### src/rtl/core/srs_pkg.sv
// ----------------------------------------------------------------------------
// srs_pkg
// Shared types, constants and the reaction table of the stochastic
// reaction step block.
// ----------------------------------------------------------------------------
package srs_pkg;

  localparam int unsigned COUNT_BITS     = 16;
  localparam int unsigned RATE_FRAC_BITS = 16;
  localparam int unsigned NUM_REACTIONS  = 22;
  localparam int unsigned NUM_SPECIES    = 6;
  localparam int unsigned NUM_RATES      = 6;
  localparam int unsigned PROP_W         = 42;
  localparam int unsigned OPA_W          = 48;
  localparam int unsigned OPB_W          = 32;
  localparam int unsigned PROD_W         = 64;
  localparam int unsigned DIV_W          = 48;

  localparam logic [2:0]        NO_FACTOR = 3'd6;
  localparam logic [PROD_W-1:0] PROP_CAP  = (64'd1 << PROP_W) - 64'd1;
  localparam logic [15:0]       LN2_Q16   = 16'd45426;

  // configuration register indexes
  localparam logic [2:0] REG_KAPPA    = 3'd0;
  localparam logic [2:0] REG_OMEGA    = 3'd1;
  localparam logic [2:0] REG_GAMMA    = 3'd2;
  localparam logic [2:0] REG_SIGMA    = 3'd3;
  localparam logic [2:0] REG_EPSILON  = 3'd4;
  localparam logic [2:0] REG_DELTA    = 3'd5;
  localparam logic [2:0] REG_CAPACITY = 3'd6;

  // command codes
  localparam logic CMD_START = 1'b0;
  localparam logic CMD_STEP  = 1'b1;

  typedef struct packed {
    logic [2:0]      rate;
    logic [2:0][2:0] f;
    logic [1:0]      cc_pow;
    logic [2:0]      species;
    logic            up;
  } rxn_t;

  typedef struct packed {
    logic             start;
    logic [OPA_W-1:0] a;
    logic [OPB_W-1:0] b;
  } mul_req_t;

  typedef struct packed {
    logic             start;
    logic [DIV_W-1:0] dividend;
    logic [DIV_W-1:0] divisor;
  } div_req_t;

  typedef enum logic [2:0] {
    MP_IDLE = 3'b001,
    MP_LO   = 3'b010,
    MP_HI   = 3'b100
  } mul_phase_e;

  typedef enum logic [18:0] {
    ST_IDLE   = 19'h00001,
    ST_PINIT  = 19'h00002,
    ST_PFAC   = 19'h00004,
    ST_PMULW  = 19'h00008,
    ST_PDIV   = 19'h00010,
    ST_PDIVW  = 19'h00020,
    ST_PACC   = 19'h00040,
    ST_SMUL   = 19'h00080,
    ST_SMULW  = 19'h00100,
    ST_SCAN   = 19'h00200,
    ST_APPLY  = 19'h00400,
    ST_LNORM  = 19'h00800,
    ST_LSQ    = 19'h01000,
    ST_LSQW   = 19'h02000,
    ST_LSC    = 19'h04000,
    ST_LSCW   = 19'h08000,
    ST_TDIV   = 19'h10000,
    ST_TDIVW  = 19'h20000,
    ST_FIN    = 19'h40000
  } seq_state_e;

  function automatic rxn_t mk(input logic [2:0] rate, input logic [2:0] f0,
                              input logic [2:0] f1, input logic [2:0] f2,
                              input logic [1:0] pw, input logic [2:0] sp,
                              input logic up);
    rxn_t r;
    r.rate    = rate;
    r.f       = {f2, f1, f0};
    r.cc_pow  = pw;
    r.species = sp;
    r.up      = up;
    return r;
  endfunction

  // reaction table: rate, three factors, capacity power, species, direction
  function automatic rxn_t rxn_lookup(input logic [4:0] idx);
    rxn_t r;
    case (idx)
      5'd0:    r = mk(3'd0, 3'd0, 3'd2, NO_FACTOR, 2'd1, 3'd0, 1'b1);
      5'd1:    r = mk(3'd0, 3'd0, 3'd0, 3'd2,      2'd2, 3'd0, 1'b0);
      5'd2:    r = mk(3'd0, 3'd0, 3'd1, 3'd2,      2'd2, 3'd0, 1'b0);
      5'd3:    r = mk(3'd4, 3'd0, 3'd3, NO_FACTOR, 2'd1, 3'd0, 1'b0);
      5'd4:    r = mk(3'd2, 3'd0, NO_FACTOR, NO_FACTOR, 2'd0, 3'd0, 1'b0);
      5'd5:    r = mk(3'd0, 3'd1, 3'd2, NO_FACTOR, 2'd1, 3'd1, 1'b1);
      5'd6:    r = mk(3'd0, 3'd1, 3'd1, 3'd2,      2'd2, 3'd1, 1'b0);
      5'd7:    r = mk(3'd0, 3'd0, 3'd1, 3'd2,      2'd2, 3'd1, 1'b0);
      5'd8:    r = mk(3'd4, 3'd1, 3'd3, NO_FACTOR, 2'd1, 3'd1, 1'b0);
      5'd9:    r = mk(3'd2, 3'd1, NO_FACTOR, NO_FACTOR, 2'd0, 3'd1, 1'b0);
      5'd10:   r = mk(3'd1, 3'd0, NO_FACTOR, NO_FACTOR, 2'd0, 3'd2, 1'b1);
      5'd11:   r = mk(3'd1, 3'd0, 3'd2, NO_FACTOR, 2'd1, 3'd2, 1'b0);
      5'd12:   r = mk(3'd1, 3'd0, 3'd3, NO_FACTOR, 2'd1, 3'd2, 1'b0);
      5'd13:   r = mk(3'd3, 3'd2, NO_FACTOR, NO_FACTOR, 2'd0, 3'd2, 1'b0);
      5'd14:   r = mk(3'd1, 3'd1, NO_FACTOR, NO_FACTOR, 2'd0, 3'd3, 1'b1);
      5'd15:   r = mk(3'd1, 3'd1, 3'd2, NO_FACTOR, 2'd1, 3'd3, 1'b0);
      5'd16:   r = mk(3'd1, 3'd1, 3'd3, NO_FACTOR, 2'd1, 3'd3, 1'b0);
      5'd17:   r = mk(3'd3, 3'd3, NO_FACTOR, NO_FACTOR, 2'd0, 3'd3, 1'b0);
      5'd18:   r = mk(3'd4, 3'd0, 3'd3, NO_FACTOR, 2'd1, 3'd4, 1'b1);
      5'd19:   r = mk(3'd5, 3'd4, NO_FACTOR, NO_FACTOR, 2'd0, 3'd4, 1'b0);
      5'd20:   r = mk(3'd4, 3'd1, 3'd3, NO_FACTOR, 2'd1, 3'd5, 1'b1);
      5'd21:   r = mk(3'd5, 3'd5, NO_FACTOR, NO_FACTOR, 2'd0, 3'd5, 1'b0);
      default: r = mk(3'd0, NO_FACTOR, NO_FACTOR, NO_FACTOR, 2'd0, 3'd0, 1'b0);
    endcase
    return r;
  endfunction

endpackage

### src/rtl/core/srs_mul_unit.sv
// ----------------------------------------------------------------------------
// srs_mul_unit
// Shared 32x32 multiplier, used twice per request for a 48x32 product.
// ----------------------------------------------------------------------------
module srs_mul_unit (
  input  logic                          clk_i,
  input  logic                          rst_ni,
  input  srs_pkg::mul_req_t             req_i,
  output logic                          done_o,
  output logic [srs_pkg::PROD_W-1:0]    prod_o
);
  import srs_pkg::*;

  mul_phase_e        phase_q, phase_d;
  logic [OPA_W-1:0]  a_q;
  logic [OPB_W-1:0]  b_q;
  logic [PROD_W-1:0] acc_q;
  logic              done_q;
  logic [31:0]       opa;
  logic [63:0]       m;

  // low word first, then the high part of the wide operand
  assign opa = (phase_q == MP_HI) ? {16'b0, a_q[OPA_W-1:32]} : a_q[31:0];
  assign m   = opa * b_q;

  always_comb begin
    case (phase_q)
      MP_IDLE: phase_d = req_i.start ? MP_LO : MP_IDLE;
      MP_LO:   phase_d = MP_HI;
      MP_HI:   phase_d = MP_IDLE;
      default: phase_d = MP_IDLE;
    endcase
  end

  always_ff @(posedge clk_i or negedge rst_ni) begin
    if (!rst_ni) begin
      phase_q <= MP_IDLE;
      done_q  <= 1'b0;
    end else begin
      phase_q <= phase_d;
      done_q  <= (phase_q == MP_HI);
    end
  end

  // operand capture and partial product accumulation
  always_ff @(posedge clk_i) begin
    if (phase_q == MP_IDLE && req_i.start) begin
      a_q <= req_i.a;
      b_q <= req_i.b;
    end
    if (phase_q == MP_LO) begin
      acc_q <= m;
    end else if (phase_q == MP_HI) begin
      acc_q <= acc_q + {m[31:0], 32'b0};
    end
  end

  assign done_o = done_q;
  assign prod_o = acc_q;

endmodule

### config.mk
export PLATFORM = sky130hd
export DESIGN_NAME = srs_mul_unit
export DESIGN_NICKNAME = d
export VERILOG_FILES = /design/src/rtl/core/srs_pkg.sv /design/src/rtl/core/srs_mul_unit.sv
export SDC_FILE = /design/constraint.sdc
export NUM_CORES = 2
export LEC_CHECK = 0
export ABC_AREA = 1
export ABC_CLOCK_PERIOD_IN_PS = 12600
export BUFFER_PORTS_ARGS = -buffer_cell sky130_fd_sc_hd__buf_2
export CORE_MARGIN = 3
export CORE_UTILIZATION = 57
export DETAILED_ROUTE_END_ITERATION = 7
export PLACE_DENSITY = 0.78
export SETUP_SLACK_MARGIN = 0.02
export SYNTH_ARGS = -nofsm -noshare
export SYNTH_HDL_FRONTEND = slang
export SYNTH_SLANG_ARGS = --single-unit
export TNS_END_PERCENT = 30
### constraint.sdc
create_clock -name clk_i -period 12.6 [get_ports clk_i]
set_input_delay 1.26 -clock clk_i [delete_from_list [all_inputs] [get_ports clk_i]]
set_output_delay 1.26 -clock clk_i [all_outputs]
set_load 0.05 [all_outputs]
== After elaboration in Yosys (flattened, before gate mapping) ==
Index checks and enable logic that the tools add are counted.

* Bits in registers: 148
* Bits in latches: 0
* Bits in writable memories: 0
* Memory bits (read-only): 0
* Input port bits: 83
* Memories kept: 0

* Add/subtract/negate cells: 1
* Multiply operators: 1
* Divide/modulo/power cells: 0
* $lt $le $gt $ge: 0
* Eq/ne operators: 3
* Shifts and indexed selects: 0
* Mux-type cells: 5
* Bitwise operators: 0
* Reduce and logical (&&, ||, !) cells: 2

{| class="wikitable"
|+ Operator list
! kind !! number
|-
| $mux W64 || 2
|-
| $add A64 B64 Y64 || 1
|-
| $mul A32 B32 Y64 || 1
|-
| $mux W32 || 1
|-
| $pmux W3 S2 || 1
|-
| $eq A3 B1 Y1 const B || 1
|-
| $eq A3 B2 Y1 const B || 1
|-
| $eq A3 B3 Y1 const B || 1
|-
| $mux W2 || 1
|-
| $reduce_bool A2 Y1 || 1
|-
| $logic_and A1 B1 Y1 || 1
|}

== Depth between registers and ports, before layout ==
* Depth in word-level cells: 6
* Mapped depth: 45

== Worst setup path after synthesis ==
No wires, ideal clock.

* Path kind: register to register
* Start point: reg phase_q[0]
* End point: reg acc_q[61], in the netlist prod_o[61], data pin
* Setup time: 0.256 ns
* Data arrival time: 7.903 ns
* Data required time: 12.344 ns
* Setup slack: 4.441 ns
* Cell stages (with the launch flop): 40
* Buffers on the path: 2
* Period minus slack after synthesis: 8.159 ns
* Cells stage by stage: dfstp_2 > nor3_4 > clkbuf_2 > or2_2 > o21ai_1 > buf_2 > nor2_1 > fa_1 > fa_1 > fa_1 > inv_1 > fa_1 > inv_1 > fa_1 > inv_1 > fa_1 > inv_1 > fa_1 > (+4 left out) > inv_1 > nor3_1 > nand2_1 > nand2_2 > nand2_1 > nand2_1 > xor2_1 > inv_1 > ha_1 > nand2_1 > inv_1 > a21oi_1 > nand2_1 > nor2_1 > nand2_1 > or2_2 > nand3_1 > nand2_1

* Word-level cells in the longest chain between the ends: 6
* Elaborated cells between the ends (all ways): 7
* Those cells by class: add/sub: 1; mul: 1; eq/ne: 2; mux: 3

{| class="wikitable"
|+ RTL lines
! item !! RTL line !! source
|-
| start, declared || srs_mul_unit.sv:14 || <nowiki>mul_phase_e phase_q, phase_d;</nowiki>
|-
| start signal, assigned || srs_mul_unit.sv:40 || <nowiki>phase_q <= phase_d;</nowiki>
|-
| $eq A3 B3 Y1 || srs_mul_unit.sv:23 || <nowiki>assign opa = (phase_q == MP_HI) ? {16'b0, a_q[OPA_W-1:32]} : a_q[31:0];</nowiki>
|-
| $mux W32 || srs_mul_unit.sv:23 ||
|-
| $mul A32 B32 Y64 || srs_mul_unit.sv:24 || <nowiki>assign m = opa * b_q;</nowiki>
|-
| $add A64 B64 Y64 || srs_mul_unit.sv:54 || <nowiki>acc_q <= acc_q + {m[31:0], 32'b0};</nowiki>
|-
| $mux W64 || srs_mul_unit.sv:53 || <nowiki>end else if (phase_q == MP_HI) begin</nowiki>
|-
| $mux W64 (*) || srs_mul_unit.sv:51 || <nowiki>if (phase_q == MP_LO) begin</nowiki>
|-
| end signal, assigned || srs_mul_unit.sv:52 || <nowiki>acc_q <= m;</nowiki>
|-
| end signal, assigned || srs_mul_unit.sv:54 ||
|-
| end, declared || srs_mul_unit.sv:17 || <nowiki>logic [PROD_W-1:0] acc_q;</nowiki>
|}

Every way passes the cells marked *; elsewhere a longest branch is shown, timed or not. The select of a mux whose other input is x is not followed.
A chain may end at the register's enable or synchronous reset.

== Worst setup path in the final report ==
* Start point: reg phase_q[0]
* End point: reg acc_q[63], in the netlist prod_o[63], data pin

The elaborated chain is that of the path after synthesis.

==> impl_results.md <==
- Status: complete, but fails checks
- Failing checks: design-rule violations
- Port Buf Inserts: 147
- Crit-path max FO: 33
- R2R Path Start: phase_q[0]
- Tmin final: 11040 ps
- Final wirelength: 131 mm
- Synth Area in Adders: 0.538
- Slowest CP cell: inv_1
- Top achievable clock speed: 90.6 MHz
- IO Pins: 148
- Xor/xnor share of the synthesized area: 0.00783
- Drt first pass iters: 8
- DRC: 12
- Clock sink total: 148
- Critical Path RT: 12850 ps
- Critical Path AT: 11280 ps
- Synth Area in Simple Gates: 0.179
- Root Driver: clkbuf_16
- GRT overflow: 0
- CP Class: flip-flop to flip-flop
- # H-tree levels: 4
- Critical Path Sink Type: flip-flop
- Multi-input logic area: 30800 um2
- RSZ-0062 raised after global routing: no
- Max cap viols: 0
- Cell mode on critical path: fa_1
- Placer Congestion: 1.03
- Hold Buf Count CTS: 0
- Die area: 73900 um2
- Main synth FF type: edfxtp_1
- Max Slew Vio Count: 0
- Least-Margin Pin Slew: 1220 ps
- Post-synthesis mux area share: 0
- Fill cells: 5970
- Vias: 33319
- Complex-gate fraction of the synthesized area: 0.0390
- Antenna violations before repair: 1
- Synth warnings: 0
- Gate Count Post-Synth: 4811
- First-pass GRT wire length: 204 mm
- Max clock buf depth: 2
- Layout Area Growth over Synthesis: 5.24%
- Fin crit share: 0.876
- Yosys reg bits: 148
- Most frequent cells in the layout: inv_1 (1116), nand2_1 (1061), fa_1 (897), nor2_1 (580), ha_1 (296)
- Commonest non-fill, non-tap cell in the layout: inv_1
- Largest net degree at the start of global routing: 56
- Cell Area, Synth: 40300 um2
- Main combinational cell family by area after synthesis: adder cells
- Vias in the first global route: 34985
- WHS Path Cells: 1
- Via-to-Cell Ratio: 5.74
- Worst Skew: 27.0 ps
- Worst-Skew Late Latency: 500 ps
- Hold Violations, Final: 0
- Starting Density: 0.581
- Clk slew on worst S/H paths: 70 ps
- HPWL after DPL: 107 mm
- Reg2reg end: prod_o[63]
- Worst Hold End: done_o
- Routed Antenna Nets: 0
- Post-synth cell types: 46
- Core region area: 69300 um2
- Slew HR: 0.190
- Setup bufs post-CTS: 0
- Die span in x: 272 um
- Setup TNS: 0 ps
- Row cnt: 96
- Hold crit path type: flip-flop to flip-flop
- CTS resizes: 0
- Mean post-synth cell area: 8.37 um2
- TritonCTS clock tree: built
- R2r worst-path depth: 31
- Post-synth net total: 6087
- CP Launch Type: flip-flop
- Delay of the slowest cell on the worst path: 960 ps
- Routed len/inst: 22.6 um
- Worst hold start: phase_q[1]
- Vert. Die Dim: 272 um
- Asr flop ratio synth: 0.0270
- Reg area: 4430 um2
- GRT Util Overall: 0.367
- R2r setup slk: 1560 ps
- Share of cells above drive strength 1: 0.0616
- Fin nets: 6134
- Initial DRC count: 3631
- Post-synth EDFFs: 144
- CTS buffer count: 17
- Part of the Yosys area used for sequential elements: 0.110
- Final setup viols: 0
## cell usage after synthesis, types with 2 or more instances
master,n,area share
nand4_1,15,0.0023
nand2_1,1061,0.099
clkinv_1,13,0.0012
buf_1,2,0.00019
o21ai_4,5,0.0020
buf_4,4,0.00075
clkbuf_1,92,0.0086
a21o_1,8,0.0015
o21ai_0,86,0.011
or2_2,24,0.0037
buf_6,5,0.0014
edfxtp_1,144,0.11
o21ai_1,10,0.0012
a21boi_0,7,0.0013
xor2_1,28,0.0061
o21a_1,6,0.0011
a21oi_1,133,0.017
xnor2_1,8,0.0017
o21bai_1,13,0.0024
o21ai_2,5,0.0011
o211ai_1,2,0.00037
inv_1,1116,0.10
nand2_2,4,0.00062
and2_0,2,0.00031
buf_2,67,0.0083
nand3_1,107,0.013
ha_1,296,0.092
nand3b_1,6,0.0011
nor4_1,2,0.00031
fa_1,897,0.45
nor3_1,23,0.0029
inv_2,24,0.0022
nor2_1,581,0.054
dfrtp_1,3,0.0019
## routing by layer
layer	wire length (um)	track usage	part of all wire	up-vias
met5	54	0	0.00041	-
met4	6420	0.152	0.049	6
met3	16900	0.113	0.13	455
met2	59400	0.575	0.45	2247
met1	48200	0.477	0.37	16436
li1	-	-	-	14175
## cell families (layout without fill, tap and decap cells)
kind of cell	after synthesis	after routing
AOI/OAI and AO/OA	279	279
and+or+nand+nor	1831	1831
buffers and inverters	1324	1384
DFF	148	148
xor gates and xnor gates	36	36
adders and majority gates	1193	1193
other	0	1
## area by class of cell
type | count | share of cell area
Sequential cell | 148 | 0.104
Multi-Input combinational cell | 3339 | 0.726
Inverter | 1153 | 0.102
Clock buffer | 18 | 0.0101
Clock inverter | 14 | 0.00339
Tap cell | 931 | 0.0275
Timing Repair Buffer | 199 | 0.0266
Antenna cell | 1 | 0.0000590
## registers in the layout (all words and copies together) (netlist names)
signal	cells
a_q	48
b_q	32
phase_q	3
prod_o	64
done_o	1
## worst max-delay path by stage
| stage | start | endpoint | slack [ps] |
|---|---|---|---|
| 2_1_floorplan | phase_q[0] | prod_o[61] | 4440 |
| 3_3_place_gp | phase_q[0] | prod_o[61] | 1930 |
| 3_5_place_dp | phase_q[0] | prod_o[63] | 1850 |
| 4_1_cts | phase_q[0] | prod_o[63] | 1790 |
| 5_1_grt | phase_q[0] | prod_o[61] | 1020 |
| 6_report | phase_q[0] | prod_o[63] | 1560 |
## worst max-delay path, delay by kind of cell (launching register included)
family	cells	cell delay [ps]
AOI/OAI and AO/OA	5	1010
xor gates and xnor gates	1	500
adders and majority gates	10	4940
buffers and inverters	3	1810
DFF	1	610
and+or+nand+nor	12	1890
## per-stage QoR
stage	hold WS [ps]	area [um2]	util	instances	worst slack (ps)
CTS	539	42400	0.612	5802	1790
detailed placement	543	41800	0.603	5770	1850
global placement	523	41800	0.603	5770	1930
finish	560	42400	0.612	5803	1560
floorplan	469	40300	-	4811	4440
global route	562	42400	0.612	5802	1020
Power is not shown: default switching activity piles up to over one toggle a cycle in this logic, so the estimate is an artifact.
