## src/rtl/core/srs_pkg.sv

```systemverilog
// ----------------------------------------------------------------------------
// srs_pkg
// Shared types, constants and the reaction table of the stochastic
// reaction step block.
// ----------------------------------------------------------------------------
package srs_pkg;

  localparam int unsigned COUNT_BITS     = 16;
  localparam int unsigned RATE_FRAC_BITS = 16;
  localparam int unsigned NUM_REACTIONS  = 22;
  localparam int unsigned NUM_SPECIES    = 6;
  localparam int unsigned NUM_RATES      = 6;
  localparam int unsigned PROP_W         = 42;
  localparam int unsigned OPA_W          = 48;
  localparam int unsigned OPB_W          = 32;
  localparam int unsigned PROD_W         = 64;
  localparam int unsigned DIV_W          = 48;

  localparam logic [2:0]        NO_FACTOR = 3'd6;
  localparam logic [PROD_W-1:0] PROP_CAP  = (64'd1 << PROP_W) - 64'd1;
  localparam logic [15:0]       LN2_Q16   = 16'd45426;

  // configuration register indexes
  localparam logic [2:0] REG_KAPPA    = 3'd0;
  localparam logic [2:0] REG_OMEGA    = 3'd1;
  localparam logic [2:0] REG_GAMMA    = 3'd2;
  localparam logic [2:0] REG_SIGMA    = 3'd3;
  localparam logic [2:0] REG_EPSILON  = 3'd4;
  localparam logic [2:0] REG_DELTA    = 3'd5;
  localparam logic [2:0] REG_CAPACITY = 3'd6;

  // command codes
  localparam logic CMD_START = 1'b0;
  localparam logic CMD_STEP  = 1'b1;

  typedef struct packed {
    logic [2:0]      rate;
    logic [2:0][2:0] f;
    logic [1:0]      cc_pow;
    logic [2:0]      species;
    logic            up;
  } rxn_t;

  typedef struct packed {
    logic             start;
    logic [OPA_W-1:0] a;
    logic [OPB_W-1:0] b;
  } mul_req_t;

  typedef struct packed {
    logic             start;
    logic [DIV_W-1:0] dividend;
    logic [DIV_W-1:0] divisor;
  } div_req_t;

  typedef enum logic [2:0] {
    MP_IDLE = 3'b001,
    MP_LO   = 3'b010,
    MP_HI   = 3'b100
  } mul_phase_e;

  typedef enum logic [18:0] {
    ST_IDLE   = 19'h00001,
    ST_PINIT  = 19'h00002,
    ST_PFAC   = 19'h00004,
    ST_PMULW  = 19'h00008,
    ST_PDIV   = 19'h00010,
    ST_PDIVW  = 19'h00020,
    ST_PACC   = 19'h00040,
    ST_SMUL   = 19'h00080,
    ST_SMULW  = 19'h00100,
    ST_SCAN   = 19'h00200,
    ST_APPLY  = 19'h00400,
    ST_LNORM  = 19'h00800,
    ST_LSQ    = 19'h01000,
    ST_LSQW   = 19'h02000,
    ST_LSC    = 19'h04000,
    ST_LSCW   = 19'h08000,
    ST_TDIV   = 19'h10000,
    ST_TDIVW  = 19'h20000,
    ST_FIN    = 19'h40000
  } seq_state_e;

  function automatic rxn_t mk(input logic [2:0] rate, input logic [2:0] f0,
                              input logic [2:0] f1, input logic [2:0] f2,
                              input logic [1:0] pw, input logic [2:0] sp,
                              input logic up);
    rxn_t r;
    r.rate    = rate;
    r.f       = {f2, f1, f0};
    r.cc_pow  = pw;
    r.species = sp;
    r.up      = up;
    return r;
  endfunction

  // reaction table: rate, three factors, capacity power, species, direction
  function automatic rxn_t rxn_lookup(input logic [4:0] idx);
    rxn_t r;
    case (idx)
      5'd0:    r = mk(3'd0, 3'd0, 3'd2, NO_FACTOR, 2'd1, 3'd0, 1'b1);
      5'd1:    r = mk(3'd0, 3'd0, 3'd0, 3'd2,      2'd2, 3'd0, 1'b0);
      5'd2:    r = mk(3'd0, 3'd0, 3'd1, 3'd2,      2'd2, 3'd0, 1'b0);
      5'd3:    r = mk(3'd4, 3'd0, 3'd3, NO_FACTOR, 2'd1, 3'd0, 1'b0);
      5'd4:    r = mk(3'd2, 3'd0, NO_FACTOR, NO_FACTOR, 2'd0, 3'd0, 1'b0);
      5'd5:    r = mk(3'd0, 3'd1, 3'd2, NO_FACTOR, 2'd1, 3'd1, 1'b1);
      5'd6:    r = mk(3'd0, 3'd1, 3'd1, 3'd2,      2'd2, 3'd1, 1'b0);
      5'd7:    r = mk(3'd0, 3'd0, 3'd1, 3'd2,      2'd2, 3'd1, 1'b0);
      5'd8:    r = mk(3'd4, 3'd1, 3'd3, NO_FACTOR, 2'd1, 3'd1, 1'b0);
      5'd9:    r = mk(3'd2, 3'd1, NO_FACTOR, NO_FACTOR, 2'd0, 3'd1, 1'b0);
      5'd10:   r = mk(3'd1, 3'd0, NO_FACTOR, NO_FACTOR, 2'd0, 3'd2, 1'b1);
      5'd11:   r = mk(3'd1, 3'd0, 3'd2, NO_FACTOR, 2'd1, 3'd2, 1'b0);
      5'd12:   r = mk(3'd1, 3'd0, 3'd3, NO_FACTOR, 2'd1, 3'd2, 1'b0);
      5'd13:   r = mk(3'd3, 3'd2, NO_FACTOR, NO_FACTOR, 2'd0, 3'd2, 1'b0);
      5'd14:   r = mk(3'd1, 3'd1, NO_FACTOR, NO_FACTOR, 2'd0, 3'd3, 1'b1);
      5'd15:   r = mk(3'd1, 3'd1, 3'd2, NO_FACTOR, 2'd1, 3'd3, 1'b0);
      5'd16:   r = mk(3'd1, 3'd1, 3'd3, NO_FACTOR, 2'd1, 3'd3, 1'b0);
      5'd17:   r = mk(3'd3, 3'd3, NO_FACTOR, NO_FACTOR, 2'd0, 3'd3, 1'b0);
      5'd18:   r = mk(3'd4, 3'd0, 3'd3, NO_FACTOR, 2'd1, 3'd4, 1'b1);
      5'd19:   r = mk(3'd5, 3'd4, NO_FACTOR, NO_FACTOR, 2'd0, 3'd4, 1'b0);
      5'd20:   r = mk(3'd4, 3'd1, 3'd3, NO_FACTOR, 2'd1, 3'd5, 1'b1);
      5'd21:   r = mk(3'd5, 3'd5, NO_FACTOR, NO_FACTOR, 2'd0, 3'd5, 1'b0);
      default: r = mk(3'd0, NO_FACTOR, NO_FACTOR, NO_FACTOR, 2'd0, 3'd0, 1'b0);
    endcase
    return r;
  endfunction

endpackage

```

## src/rtl/core/srs_div_unit.sv

```systemverilog
// ----------------------------------------------------------------------------
// srs_div_unit
// Restoring divider, one quotient bit per cycle.
// ----------------------------------------------------------------------------
module srs_div_unit (
  input  logic                       clk_i,
  input  logic                       rst_ni,
  input  srs_pkg::div_req_t          req_i,
  output logic                       done_o,
  output logic [srs_pkg::DIV_W-1:0]  quot_o
);
  import srs_pkg::*;

  logic             busy_q;
  logic             done_q;
  logic [5:0]       cnt_q;
  logic [DIV_W:0]   rem_q;
  logic [DIV_W-1:0] quo_q;
  logic [DIV_W-1:0] dvs_q;
  logic [DIV_W:0]   rem_sh;
  logic             ge;

  assign rem_sh = {rem_q[DIV_W-1:0], quo_q[DIV_W-1]};
  assign ge     = rem_sh >= {1'b0, dvs_q};

  always_ff @(posedge clk_i or negedge rst_ni) begin
    if (!rst_ni) begin
      busy_q <= 1'b0;
      done_q <= 1'b0;
      cnt_q  <= '0;
    end else begin
      done_q <= 1'b0;
      if (!busy_q && req_i.start) begin
        busy_q <= 1'b1;
        cnt_q  <= '0;
      end else if (busy_q) begin
        cnt_q <= cnt_q + 6'd1;
        if (cnt_q == 6'(DIV_W - 1)) begin
          busy_q <= 1'b0;
          done_q <= 1'b1;
        end
      end
    end
  end

  // shift one dividend bit into the remainder per cycle
  always_ff @(posedge clk_i) begin
    if (!busy_q && req_i.start) begin
      rem_q <= '0;
      quo_q <= req_i.dividend;
      dvs_q <= req_i.divisor;
    end else if (busy_q) begin
      rem_q <= ge ? (rem_sh - {1'b0, dvs_q}) : rem_sh;
      quo_q <= {quo_q[DIV_W-2:0], ge};
    end
  end

  assign done_o = done_q;
  assign quot_o = quo_q;

endmodule
```

## config.mk

```make
export PLATFORM = sky130hd
export DESIGN_NAME = srs_div_unit
export DESIGN_NICKNAME = d
export VERILOG_FILES = /design/src/rtl/core/srs_pkg.sv /design/src/rtl/core/srs_div_unit.sv
export SDC_FILE = /design/constraint.sdc
export NUM_CORES = 1
export LEC_CHECK = 0
export BUFFER_PORTS_ARGS = -buffer_cell sky130_fd_sc_hd__buf_2
export CORE_MARGIN = 4
export CORE_UTILIZATION = 43
export CTS_BUF_LIST = sky130_fd_sc_hd__clkbuf_8
export CTS_CLUSTER_DIAMETER = 60
export DETAILED_ROUTE_END_ITERATION = 10
export PLACE_DENSITY_LB_ADDON = 0.2
export SETUP_SLACK_MARGIN = 0.3
export SYNTH_ARGS = -nofsm -noshare
export SYNTH_HDL_FRONTEND = slang
export SYNTH_SLANG_ARGS = --single-unit
```

## constraint.sdc

```tcl
create_clock -name clk_i -period 3.8 [get_ports clk_i]
set_input_delay 0.76 -clock clk_i [delete_from_list [all_inputs] [get_ports clk_i]]
set_output_delay 0.76 -clock clk_i [all_outputs]
set_load 0.01 [all_outputs]
```

* Word-level counts from Yosys, hierarchy flattened
Index checks and enable logic that the tools add are counted.
Cells by class: $add $sub $neg 2, magnitude comparators 1, equality and inequality tests 1, mux-type cells 11, reduce and logical (&&, ||, !) cells 3
Operators with widths (number):
- 48-bit two-way mux | 3
- 49-bit by 48-bit >= comparator with 1-bit output | 1
- 48-bit subtractor | 1
- 6-bit two-way mux | 2
- 6-bit by 1-bit adder with 6-bit output (second input constant) | 1
- 6-bit == test (second input constant) | 1
- 1-bit two-way mux | 6
- 2-bit nonzero test | 1
- 1-bit logical AND | 1
- 1-bit zero test | 1
Storage, ports and cells: flip-flop bits (word level) 152, output and inout port bits 49

* Longest topological paths before layout
Gate-level depths: netlist of the first run.
word-level depth 4, mapped depth 14

* Worst setup path after synthesis of the first run
No wires, ideal clock.
path type reg-to-reg, start register quo_q[47], in the netlist quot_o[47], end register rem_q[40], library setup time 0.122 ns, arrival 3.097 ns, path slack 0.581 ns, cell stages (with the launch flop) 13, path buffers 0, clock period less this slack 3.219 ns, path through edfxtp_1 inv_1 ha_1 fa_1 nand2b_1 a21o_1 a2111o_1 a2111oi_4 o311ai_4 a41oi_4 and3_1 nor4_1 a221o_1
On the way: word-level cells in the longest chain between the ends 2, elaborated cells between the ends (all ways) 3
Ends and longest elaborated chain:
- start, declared | line srs_div_unit.sv:18 | logic [DIV_W-1:0] quo_q;
- start signal, assigned | line srs_div_unit.sv:50 | quo_q <= req_i.dividend;
- start signal, assigned | line srs_div_unit.sv:54 | quo_q <= {quo_q[DIV_W-2:0], ge};
- 48-bit subtractor or 49-bit by 48-bit >= comparator with 1-bit output (tied branches) | line srs_div_unit.sv:53, srs_div_unit.sv:24
- 48-bit two-way mux * | line srs_div_unit.sv:53 | rem_q <= ge ? (rem_sh - {1'b0, dvs_q}) : rem_sh;
- end signal, assigned | line srs_div_unit.sv:53
- end, declared | line srs_div_unit.sv:17 | logic [DIV_W:0] rem_q;
Every way passes the cells marked *; elsewhere a longest branch is shown, timed or not. A chain may end at the register's enable or synchronous reset.

* Final worst setup path of the first run
Same ends and word-level chain as after synthesis.

==> results of run 1 <==
-- kinds of logic (layout without fill, tap and decap cells) --
group / Yosys count / in the layout / synth area share
XOR/XNOR: 41 / 41 / 0.04087
adder cells (fa/ha/maj): 50 / 50 / 0.07206
AND/OR/NAND/NOR: 369 / 369 / 0.1801
AO/OA/AOI/OAI: 266 / 266 / 0.1942
multiplexers: 4 / 4 / 0.004557
buffers and inverters: 107 / 270 / 0.04785
flip-flops: 152 / 152 / 0.4603
-- layout make-up --
cell class,count,area [sq um]
timing repair buffer,173,967.2
clock buffer,17,234.0
inverter,65,245.2
multi-input combinational,730,4372
clock inverter,15,182.7
tap,270,337.8
fill,1962,9787
sequential,152,4044
-- path summary, 6_finish.rpt --
kind,slack [ns],depth (start not counted),endpoint
min reg2reg,0.48,1,cnt_q[5]$_DFFE_PN0P_
max,0.39,12,rem_q[40]$_SDFFE_PP0P_
min in group clk_i,0.45,1,dvs_q[32]$_DFFE_PP_
max reg2reg,0.39,12,rem_q[40]$_SDFFE_PP0P_
min,0.11,1,cnt_q[5]$_DFFE_PN0P_
max in group asynchronous,3.51,1,busy_q$_DFF_PN0_
-- flip-flops by register name (all words and copies together) (netlist names) --
register and count:
busy_q 1, cnt_q 6, done_o 1, dvs_q 48, quot_o 48, rem_q 48
-- routing by layer --
metal | vias up | global-route usage | part of all wire
met1 | 3525 | 0.2768 | 0.47
met3 | 21 | 0.07032 | 0.078
met4 | 4 | 0.04941 | 0.011
met5 | - | 0 | 0.00087
li1 | 3798 | - | -
met2 | 230 | 0.3152 | 0.44
-- power groups by stage --
stage / combinational [mW] / sequential, mW / clock (mW)
2_1_floorplan: 3.32 / 2.97 / 0
3_3_place_gp: 4.60 / 2.95 / 0
3_5_place_dp: 4.65 / 2.94 / 0
4_1_cts: 4.69 / 2.92 / 1.37
5_1_grt: 5.46 / 3.00 / 1.44
6_report: 4.87 / 2.92 / 1.34
-- stage by stage --
step           instances  area, sq um
2_1_floorplan        989         8786
3_3_place_gp        1380         9831
3_5_place_dp        1380         9831
4_1_cts             1414        10260
5_1_grt             1422        10380
6_report            1422        10380
-- layout by cell type (no fill, tap or decap), drive strengths merged, types with 10 or more instances in the layout --
cell type	Yosys	routed
nand2	231	231
buf	17	173
edfxtp	96	96
a21oi	84	84
o21ai	76	76
inv	65	75
nor2	52	52
ha	49	49
dfxtp	48	48
xnor2	24	24
xor2	17	17
clkbuf	25	17
a21o	17	17
nand3	16	16
nand4	15	15
nor4	10	10
-- timing repair --
| action | in CTS | in global routing |
|---|---|---|
| endpoints found under the hold margin | 0 | 0 |
| pin swaps | 1 | 7 |
| endpoints found under the setup margin | 10 | 34 |
| resized for setup | 1 | 14 |
| hold buffers | 0 | 0 |
| buffers inserted | 2 | 8 |
==> qor.yml, run 1 <==
run_status: "finished, final reports clean"
timing_hold_violations_final: 0
cp-end-kind: "flop"
dr_total_vias: 7578
required_ns: 4.16
nets: 1288
synth_nets: 1138
syn_inst: 989
final_core_util: 0.5148
clk_pin_slew_ns: 0.10
rows: 52
io_buffers: 147
grt_pass1_wl_mm: 36.93
min_period_ns: 3.412
pin_count: 148
via_per_inst: 5.329
slew_headroom: 0.4816
path_cells: "inv_1 -> ha_2 -> fa_2 -> nand2b_4 -> a21o_1 -> a2111o_1 -> a2111oi_4 -> o311ai_4 -> a41oi_4 -> and3_1 -> nor4_1 -> a221o_1"
crit_start: "quot_o[47]$_DFFE_PP_"
dieArea_sq_mm: 0.02278
synth_top_area_frac: 0.3281
fp.dieW_um: 150.9
die_y_um: 150.9
gr-total-overflow: 0
antenna_left: 0
timing.fmax_mhz: 293.1
finalSetupViolCount: 0
power_mw: 9.141
drtIter0Drc: 489
numCtsBuffers: 17
dr.pass1.iters: 5
clkPwrFrac: 0.147
p_comb_frac: 0.533
rsz0062_at_grt: "true"
drive_above_1_share: 0.1927
netlist_top_cells_area: "edfxtp_1 33%, dfxtp_1 11%, nand2_1 9.9%"
hp-class: "input port to async pin"
ys_seq_area_frac: 0.4603
cts_root_buf: "clkbuf_8"
netSwitchingFraction: 0.4353
final.setup.tns_ns: 0
powerDensity_mw_per_mm2: 880.4
initial_core_util: 0.4356
p_int_mw: 5.161
cts_max_level: 4
synth_top_cell_by_area: "edfxtp_1"
synth_ff_type: "edfxtp_1"
slew_viol_final: 0
grt_max_degree: 68
synth-edff-count: 96
max_cap_violations: 0
drc_errors: 0
synth_area_per_cell_sq_um: 8.884
critPathSlowestCell: "a2111o_1"
holdWs_ns: 0.1100
power.switching_mw: 3.979
path_class: "flop to flop"
post-route-period-util: 0.8979
ys_top_cells_by_count: "231 x nand2_1, 96 x edfxtp_1, 84 x a21oi_1"
critPathTopFamily: "compound AO/OA/AOI/OAI gates"
antenna_found_initial: 2
netlist_area_sq_mm: 0.008786
cpPeakStageDelay_ns: 0.46
syn_to_final_growth_pct: 18.17
core_sq_mm: 0.02017
n_antenna_cell: 0
setup_ws_ns: 0.3880
dpl.hpwl_mm: 16.80
synth-seq-cells: 152
yosys.cell_types.count: 58
crit_path_start_kind: "flop"
path_buf_inv: 1
wire_per_inst_um: 16.09
async_flop_share: 0.05263
gp_congestion: 0.8969
rr_startpoint: "quot_o[47]$_DFFE_PP_"
crit_path_max_fanout: 6
cp.arrival_ns: 3.77
clk_path_buf_depth: 2
finalWirelength_mm: 22.87
first_global_vias: 7339
synth_warnings: 0
fin_skew_ns: 0.02235
cts.sinks: 152
yosysMostFrequentCell: "nand2_1"
cts_tree: "yes"
grt_use_total: 0.2042
leakage_nw: 4.610
ir_drop_v: 0.0003843
tightest_slew_ns: 0.7777
seqPwrFrac: 0.320
clock_latency_ns: 0.48
detailedPlace.worstSlack_ns: 0.2359
Note: power is estimated with default switching activity, not from simulation.
==> inputs of run 2 (changes only) <==
- ABC_AREA: default -> 1
==> qor.yml, run 2 <==
path_cells: "inv_1 -> ha_1 -> nand2_1 -> nor2_1 -> nand3_1 -> nor2_1 -> nand2_1 -> nand3_1 -> nor2_4 -> buf_4 -> nand3_1 -> nand2_1 -> inv_1 -> nand2_1 -> nand2_1"
synth_nets: 1718  # +51%
pin_count: 148  # unchanged
cts.sinks: 152  # unchanged
ys_seq_area_frac: 0.3877  # -0.07255
path_buf_inv: 3  # +2
path_class: "flop to flop"
grt_use_total: 0.2259  # +0.02168
fillCellCount: 2546  # +30%
cts_root_buf: "clkbuf_8"
io_buffers: 147  # unchanged
multi_input_area_sq_mm: 0.005080  # +16%
slew_viol_final: 0  # unchanged
antenna_left: 0  # unchanged
powerDensity_mw_per_mm2: 843.1  # -4.2%
first_global_vias: 9637  # +31%
cpPeakStageDelay_ns: 0.35  # -0.11 ns
synth_top_area_frac: 0.2764  # -0.05172
yosysMostFrequentCell: "nand2_1"
drc_errors: 0  # unchanged
final_common_cell: "nand2_1"
required_ns: 4.22  # +0.06 ns
cp.arrival_ns: 3.25  # -0.52 ns
ff2ff_path_depth: 15  # +3
cts_max_level: 4  # unchanged
min_period_ns: 2.832  # -0.5796 ns
gr-total-overflow: 0  # unchanged
critPathTopFamily: "simple AND/OR/NAND/NOR gates"
final.setup.tns_ns: 0  # unchanged
grt_pass1_wl_mm: 48.14  # +30%
tightest_slew_ns: 1.071  # +0.2936 ns
layout_common_cells: "668 x nand2_1, 300 x inv_1, 147 x buf_2, 118 x nand3_1, 96 x edfxtp_1"
crit_path_start_kind: "flop"
finalSetupViolCount: 0  # unchanged
syn_inst: 1569  # +59%
grt_max_degree: 69  # +1.5%
holdBufCountCts: 0  # unchanged
numCtsBuffers: 17  # unchanged
clk_path_buf_depth: 2  # unchanged
dieArea_sq_mm: 0.02681  # +18%
rr_startpoint: "dvs_q[24]$_DFFE_PP_"
nets: 1858  # +44%
die_y_um: 163.7  # +8.5%
dr.pass1.iters: 5  # unchanged
fp.dieW_um: 163.7  # +8.5%
yosys.cell_types.count: 37  # -36%
wire_per_inst_um: 14.25  # -11%
run_status: "finished, final reports clean"
power_mw: 10.00  # +9.4%
dpl.hpwl_mm: 22.63  # +35%
fin_skew_ns: 0.02618  # +0.003828 ns
synth_top_cell_by_area: "edfxtp_1"
synth-seq-cells: 152  # unchanged
critPathSlowestCell: "nand3_1"
clock_latency_ns: 0.48  # about the same
r2r-end: "rem_q[47]$_SDFFE_PP0P_"
max_cap_violations: 0  # unchanged
post_cts_buffers: 0  # -2
synth_warnings: 0  # unchanged
slew_headroom: 0.2858  # -0.1957
finalWirelength_mm: 29.09  # +27%
netlist_top_cells_area: "edfxtp_1 28%, nand2_1 24%, inv_1 11%"
leakage_nw: 6.579  # +43%
async_flop_share: 0.05263  # unchanged
cp-end-kind: "flop"
gp_congestion: 0.9602  # +7.1%
antenna_found_initial: 0  # -2
drtIter0Drc: 645  # +32%
timing_hold_violations_final: 0  # unchanged
ir_drop_v: 0.0004092  # +6.5%
ctsResizeCount: 0  # -1
rsz0062_at_grt: "false"
synth_area_per_cell_sq_um: 6.648  # -25%
ys_top_cells_by_count: "668 x nand2_1, 300 x inv_1, 118 x nand3_1"
setup_ws_ns: 0.9676  # +0.5796 ns
n_antenna_cell: 0  # unchanged
synth_ff_type: "edfxtp_1"
timing.fmax_mhz: 353.1  # +20%
rows: 56  # +7.7%
core_sq_mm: 0.02368  # +17%
drive_above_1_share: 0.1196  # -0.07308
r2r_slack_ns: 0.97  # +0.58 ns
detailedPlace.worstSlack_ns: 0.9730  # +0.7371 ns
post-route-period-util: 0.7454  # -0.1525
hp-class: "input port to async pin"
seqCellArea_sq_mm: 0.004045  # about the same
dr_total_vias: 9710  # +28%
syn_to_final_growth_pct: 13.76
final_core_util: 0.5010  # -0.01376
netlist_area_sq_mm: 0.01043  # +19%
clk_pin_slew_ns: 0.11  # about the same
crit_top_cell: "nand2_1"
via_per_inst: 4.757  # -11%
crit_path_max_fanout: 53  # +47
initial_core_util: 0.4404  # +0.004798
cts_tree: "yes"
synth-edff-count: 96  # unchanged
## run 2: how the worst max path moves through the flow
stage                         from                endpoint  slack [ns]  cells after the start
2_1_floorplan            req_i[96]     quot_o[0]$_DFFE_PP_        0.83                      3
3_3_place_gp   dvs_q[17]$_DFFE_PP_   rem_q[6]$_SDFFE_PP0P_        0.99                     13
3_5_place_dp   dvs_q[34]$_DFFE_PP_   rem_q[5]$_SDFFE_PP0P_        0.97                     13
4_1_cts        dvs_q[24]$_DFFE_PP_   rem_q[5]$_SDFFE_PP0P_        0.95                     13
5_1_grt        dvs_q[29]$_DFFE_PP_   rem_q[6]$_SDFFE_PP0P_        0.66                     13
6_report       dvs_q[24]$_DFFE_PP_  rem_q[47]$_SDFFE_PP0P_        0.97                     15
## run 2: metal layers
metal,up-vias,global-route usage,share of wire
met5,-,0,0
met4,0,0.04003,0.0096
met3,19,0.04743,0.063
met2,269,0.3782,0.46
met1,4328,0.3065,0.47
li1,5094,-,-
## run 2: through the flow
step                instance area [sq um]  hold slack, ns  std cells
detailed placement                  11470          0.4599       2009
global route                        11870         0.07535       2041
CTS                                 11870         0.08697       2041
global placement                    11470          0.4586       2009
finish                              11870          0.1048       2041
floorplan                           10430          0.4436       1569
## run 2: layout make-up
| type | count | share of cell area |
|---|---|---|
| timing repair buffer | 155 | 0.06812 |
| sequential | 152 | 0.3409 |
| multi-input combinational | 1079 | 0.4281 |
| inverter | 304 | 0.09617 |
| clock buffer | 17 | 0.01972 |
| tap | 319 | 0.03364 |
| clock inverter | 15 | 0.01329 |
## run 2: cells by family after synthesis
| family | count (synthesis) | share of synthesized area |
|---|---|---|
| adders and majority gates | 50 | 0.06070 |
| buffers and inverters | 338 | 0.1262 |
| AOI/OAI and AO/OA | 70 | 0.03623 |
| DFF | 152 | 0.3877 |
| xor gates and xnor gates | 22 | 0.01847 |
| and+or+nand+nor | 937 | 0.3707 |
## run 2: where the power goes
group	internal, mW	total (mW)	switching, mW
Clock	0.546	1.30	0.753
Sequential	2.53	2.94	0.410
Combinational	2.07	5.77	3.70
Total	5.14	10.0	4.86
==> inputs of run 3 (changes only) <==
- clock period: 3.8 -> 2.6 ns (I/O delays scaled with it)
==> qor.yml, run 3 (synthesized netlist as in run 2, its figures left out) <==
ir_drop_v: 0.0005240  # +28%
run_status: "finished, final reports clean"
antenna_left: 0  # unchanged
dr.pass1.iters: 5  # unchanged
first_global_vias: 9684  # +0.49%
min_period_ns: 2.243  # -0.5897 ns
power_mw: 17.88  # +79%
cts.sinks: 152  # unchanged
drc_errors: 0  # unchanged
io_buffers: 147  # unchanged
clock_latency_ns: 0.49  # about the same
tightest_slew_ns: 0.5066  # -0.5647 ns
layout_common_cells: "606 x nand2_1, 259 x inv_1, 147 x buf_2, 100 x nand3_1, 96 x edfxtp_1"
crit_path_max_fanout: 7  # -87%
rsz0062_at_grt: "true"
powerDensity_mw_per_mm2: 1294  # +53%
slew_headroom: 0.6623  # +0.3764
drtIter0Drc: 683  # +5.9%
timing_hold_violations_final: 0  # unchanged
dpl.hpwl_mm: 23.61  # +4.3%
core_sq_mm: 0.02368  # unchanged
m1WireLength_mm: 14.93  # +9.1%
path_class: "flop to flop"
cts_root_buf: "clkbuf_8"
rows: 56  # unchanged
via_per_inst: 4.897  # +2.9%
final.setup.tns_ns: 0  # unchanged
finalWirelength_mm: 33.62  # +16%
slew_viol_final: 0  # unchanged
top_layer: "met4"
fin_skew_ns: 0.02892  # +0.002741 ns
wl_met3_mm: 2.151  # +17%
holdWs_ns: 0.1950  # +0.09025 ns
grt_pass1_wl_mm: 50.05  # +4.0%
syn_to_final_growth_pct: 32.47
gp_congestion: 1.008  # +5.0%
fin_area_sq_mm: 0.01382  # +16%
max_cap_violations: 0  # unchanged
clk_pin_slew_ns: 0.12  # about the same
nets: 1919  # +3.3%
leakage_nw: 7.142  # +8.6%
antenna_found_initial: 0  # unchanged
wire_per_inst_um: 15.99  # +12%
hp-class: "input port to flop"
die_y_um: 163.7  # unchanged
initial_core_util: 0.4404  # unchanged
final_core_util: 0.5834  # +0.08242
post-route-period-util: 0.8626  # +0.1172
n_antenna_cell: 0  # unchanged
dieArea_sq_mm: 0.02681  # unchanged
required_ns: 2.96  # -1.26 ns
cp-end-kind: "flop"
timing.fmax_mhz: 445.9  # +26%
gr-total-overflow: 0  # unchanged
drive_above_1_share: 0.2619  # +0.1423
numCtsBuffers: 17  # unchanged
dpl_cell_area_sq_mm: 0.01164  # +1.5%
pin_count: 148  # unchanged
cts_max_level: 4  # unchanged
crit_path_start_kind: "flop"
fp.dieW_um: 163.7  # unchanged
grt_use_total: 0.2363  # +0.01042
finalSetupViolCount: 0  # unchanged
cp.arrival_ns: 2.61  # -0.64 ns
clk_path_buf_depth: 2  # unchanged
dr_total_vias: 10290  # +6.0%
cts_tree: "yes"
final_common_cell: "nand2_1"
wl_met2_mm: 15.81  # +19%
grt_max_degree: 62  # -10%
run 3: worst paths after layout:
path,from,to,slack [ns],cells after the start
setup / recovery,dvs_q[7]$_DFFE_PP_,rem_q[13]$_SDFFE_PP0P_,0.36,14
hold / removal,req_i[7],dvs_q[7]$_DFFE_PP_,0.20,1
setup reg to reg,dvs_q[7]$_DFFE_PP_,rem_q[13]$_SDFFE_PP0P_,0.36,14
hold reg to reg,rem_q[43]$_SDFFE_PP0P_,rem_q[43]$_SDFFE_PP0P_,0.49,2
max in group asynchronous,rst_ni,cnt_q[5]$_DFFE_PN0P_,2.00,2
min in group asynchronous,rst_ni,busy_q$_DFF_PN0_,0.42,2
run 3: cell type report:
type                            count  area (sq um)
Multi-Input combinational cell   1079          6173
Inverter                          304          1144
Fill cell                        2312          9866
Sequential cell                   152          4046
Clock buffer                       17         234.0
Clock inverter                     15         197.7
Tap cell                          319         399.1
Timing Repair Buffer              216          1623
run 3: metal layers:
metal / GRT usage / vias to the layer above
met5: 0 / -
met4: 0.06100 / 0
met3: 0.04893 / 49
met2: 0.3886 / 323
met1: 0.3191 / 4701
li1: - / 5220
run 3: metrics by stage:
stage	instances	worst slack (ns)
final	2102	0.3573
after global routing	2102	0.2510
after CTS	2057	0.3049
after detailed placement	2020	0.2364
after global placement	2020	0.1963
after floorplan	1569	0.4434
run 3: repair_timing:
item | 4_1_cts | 5_1_grt
resized for setup | 24 | 234
pin swaps | 2 | 56
hold endpoints to repair | 8 | 0
cloned | 2 | 11
hold buffers | 1 | 0
endpoints found under the setup margin | 44 | 49
buffers inserted | 2 | 34
run 3: where the power goes:
group / internal (mW) / switching [mW]
registers: 3.70 / 0.747
clock network: 0.835 / 1.18
logic: 4.85 / 6.57
run 3: critical path: stages, from the launching register on:
cell and delay [ns]:
edfxtp_1 0.34, inv_1 0.06, ha_4 0.30, nand2_1 0.16
nor2_4 0.17, nand3_1 0.10, nor2_2 0.13, nand2_2 0.06
nand3_2 0.09, nor2_4 0.05, buf_4 0.13, buf_6 0.14
clkbuf_16 0.17, a21oi_1 0.13, o21ai_1 0.08
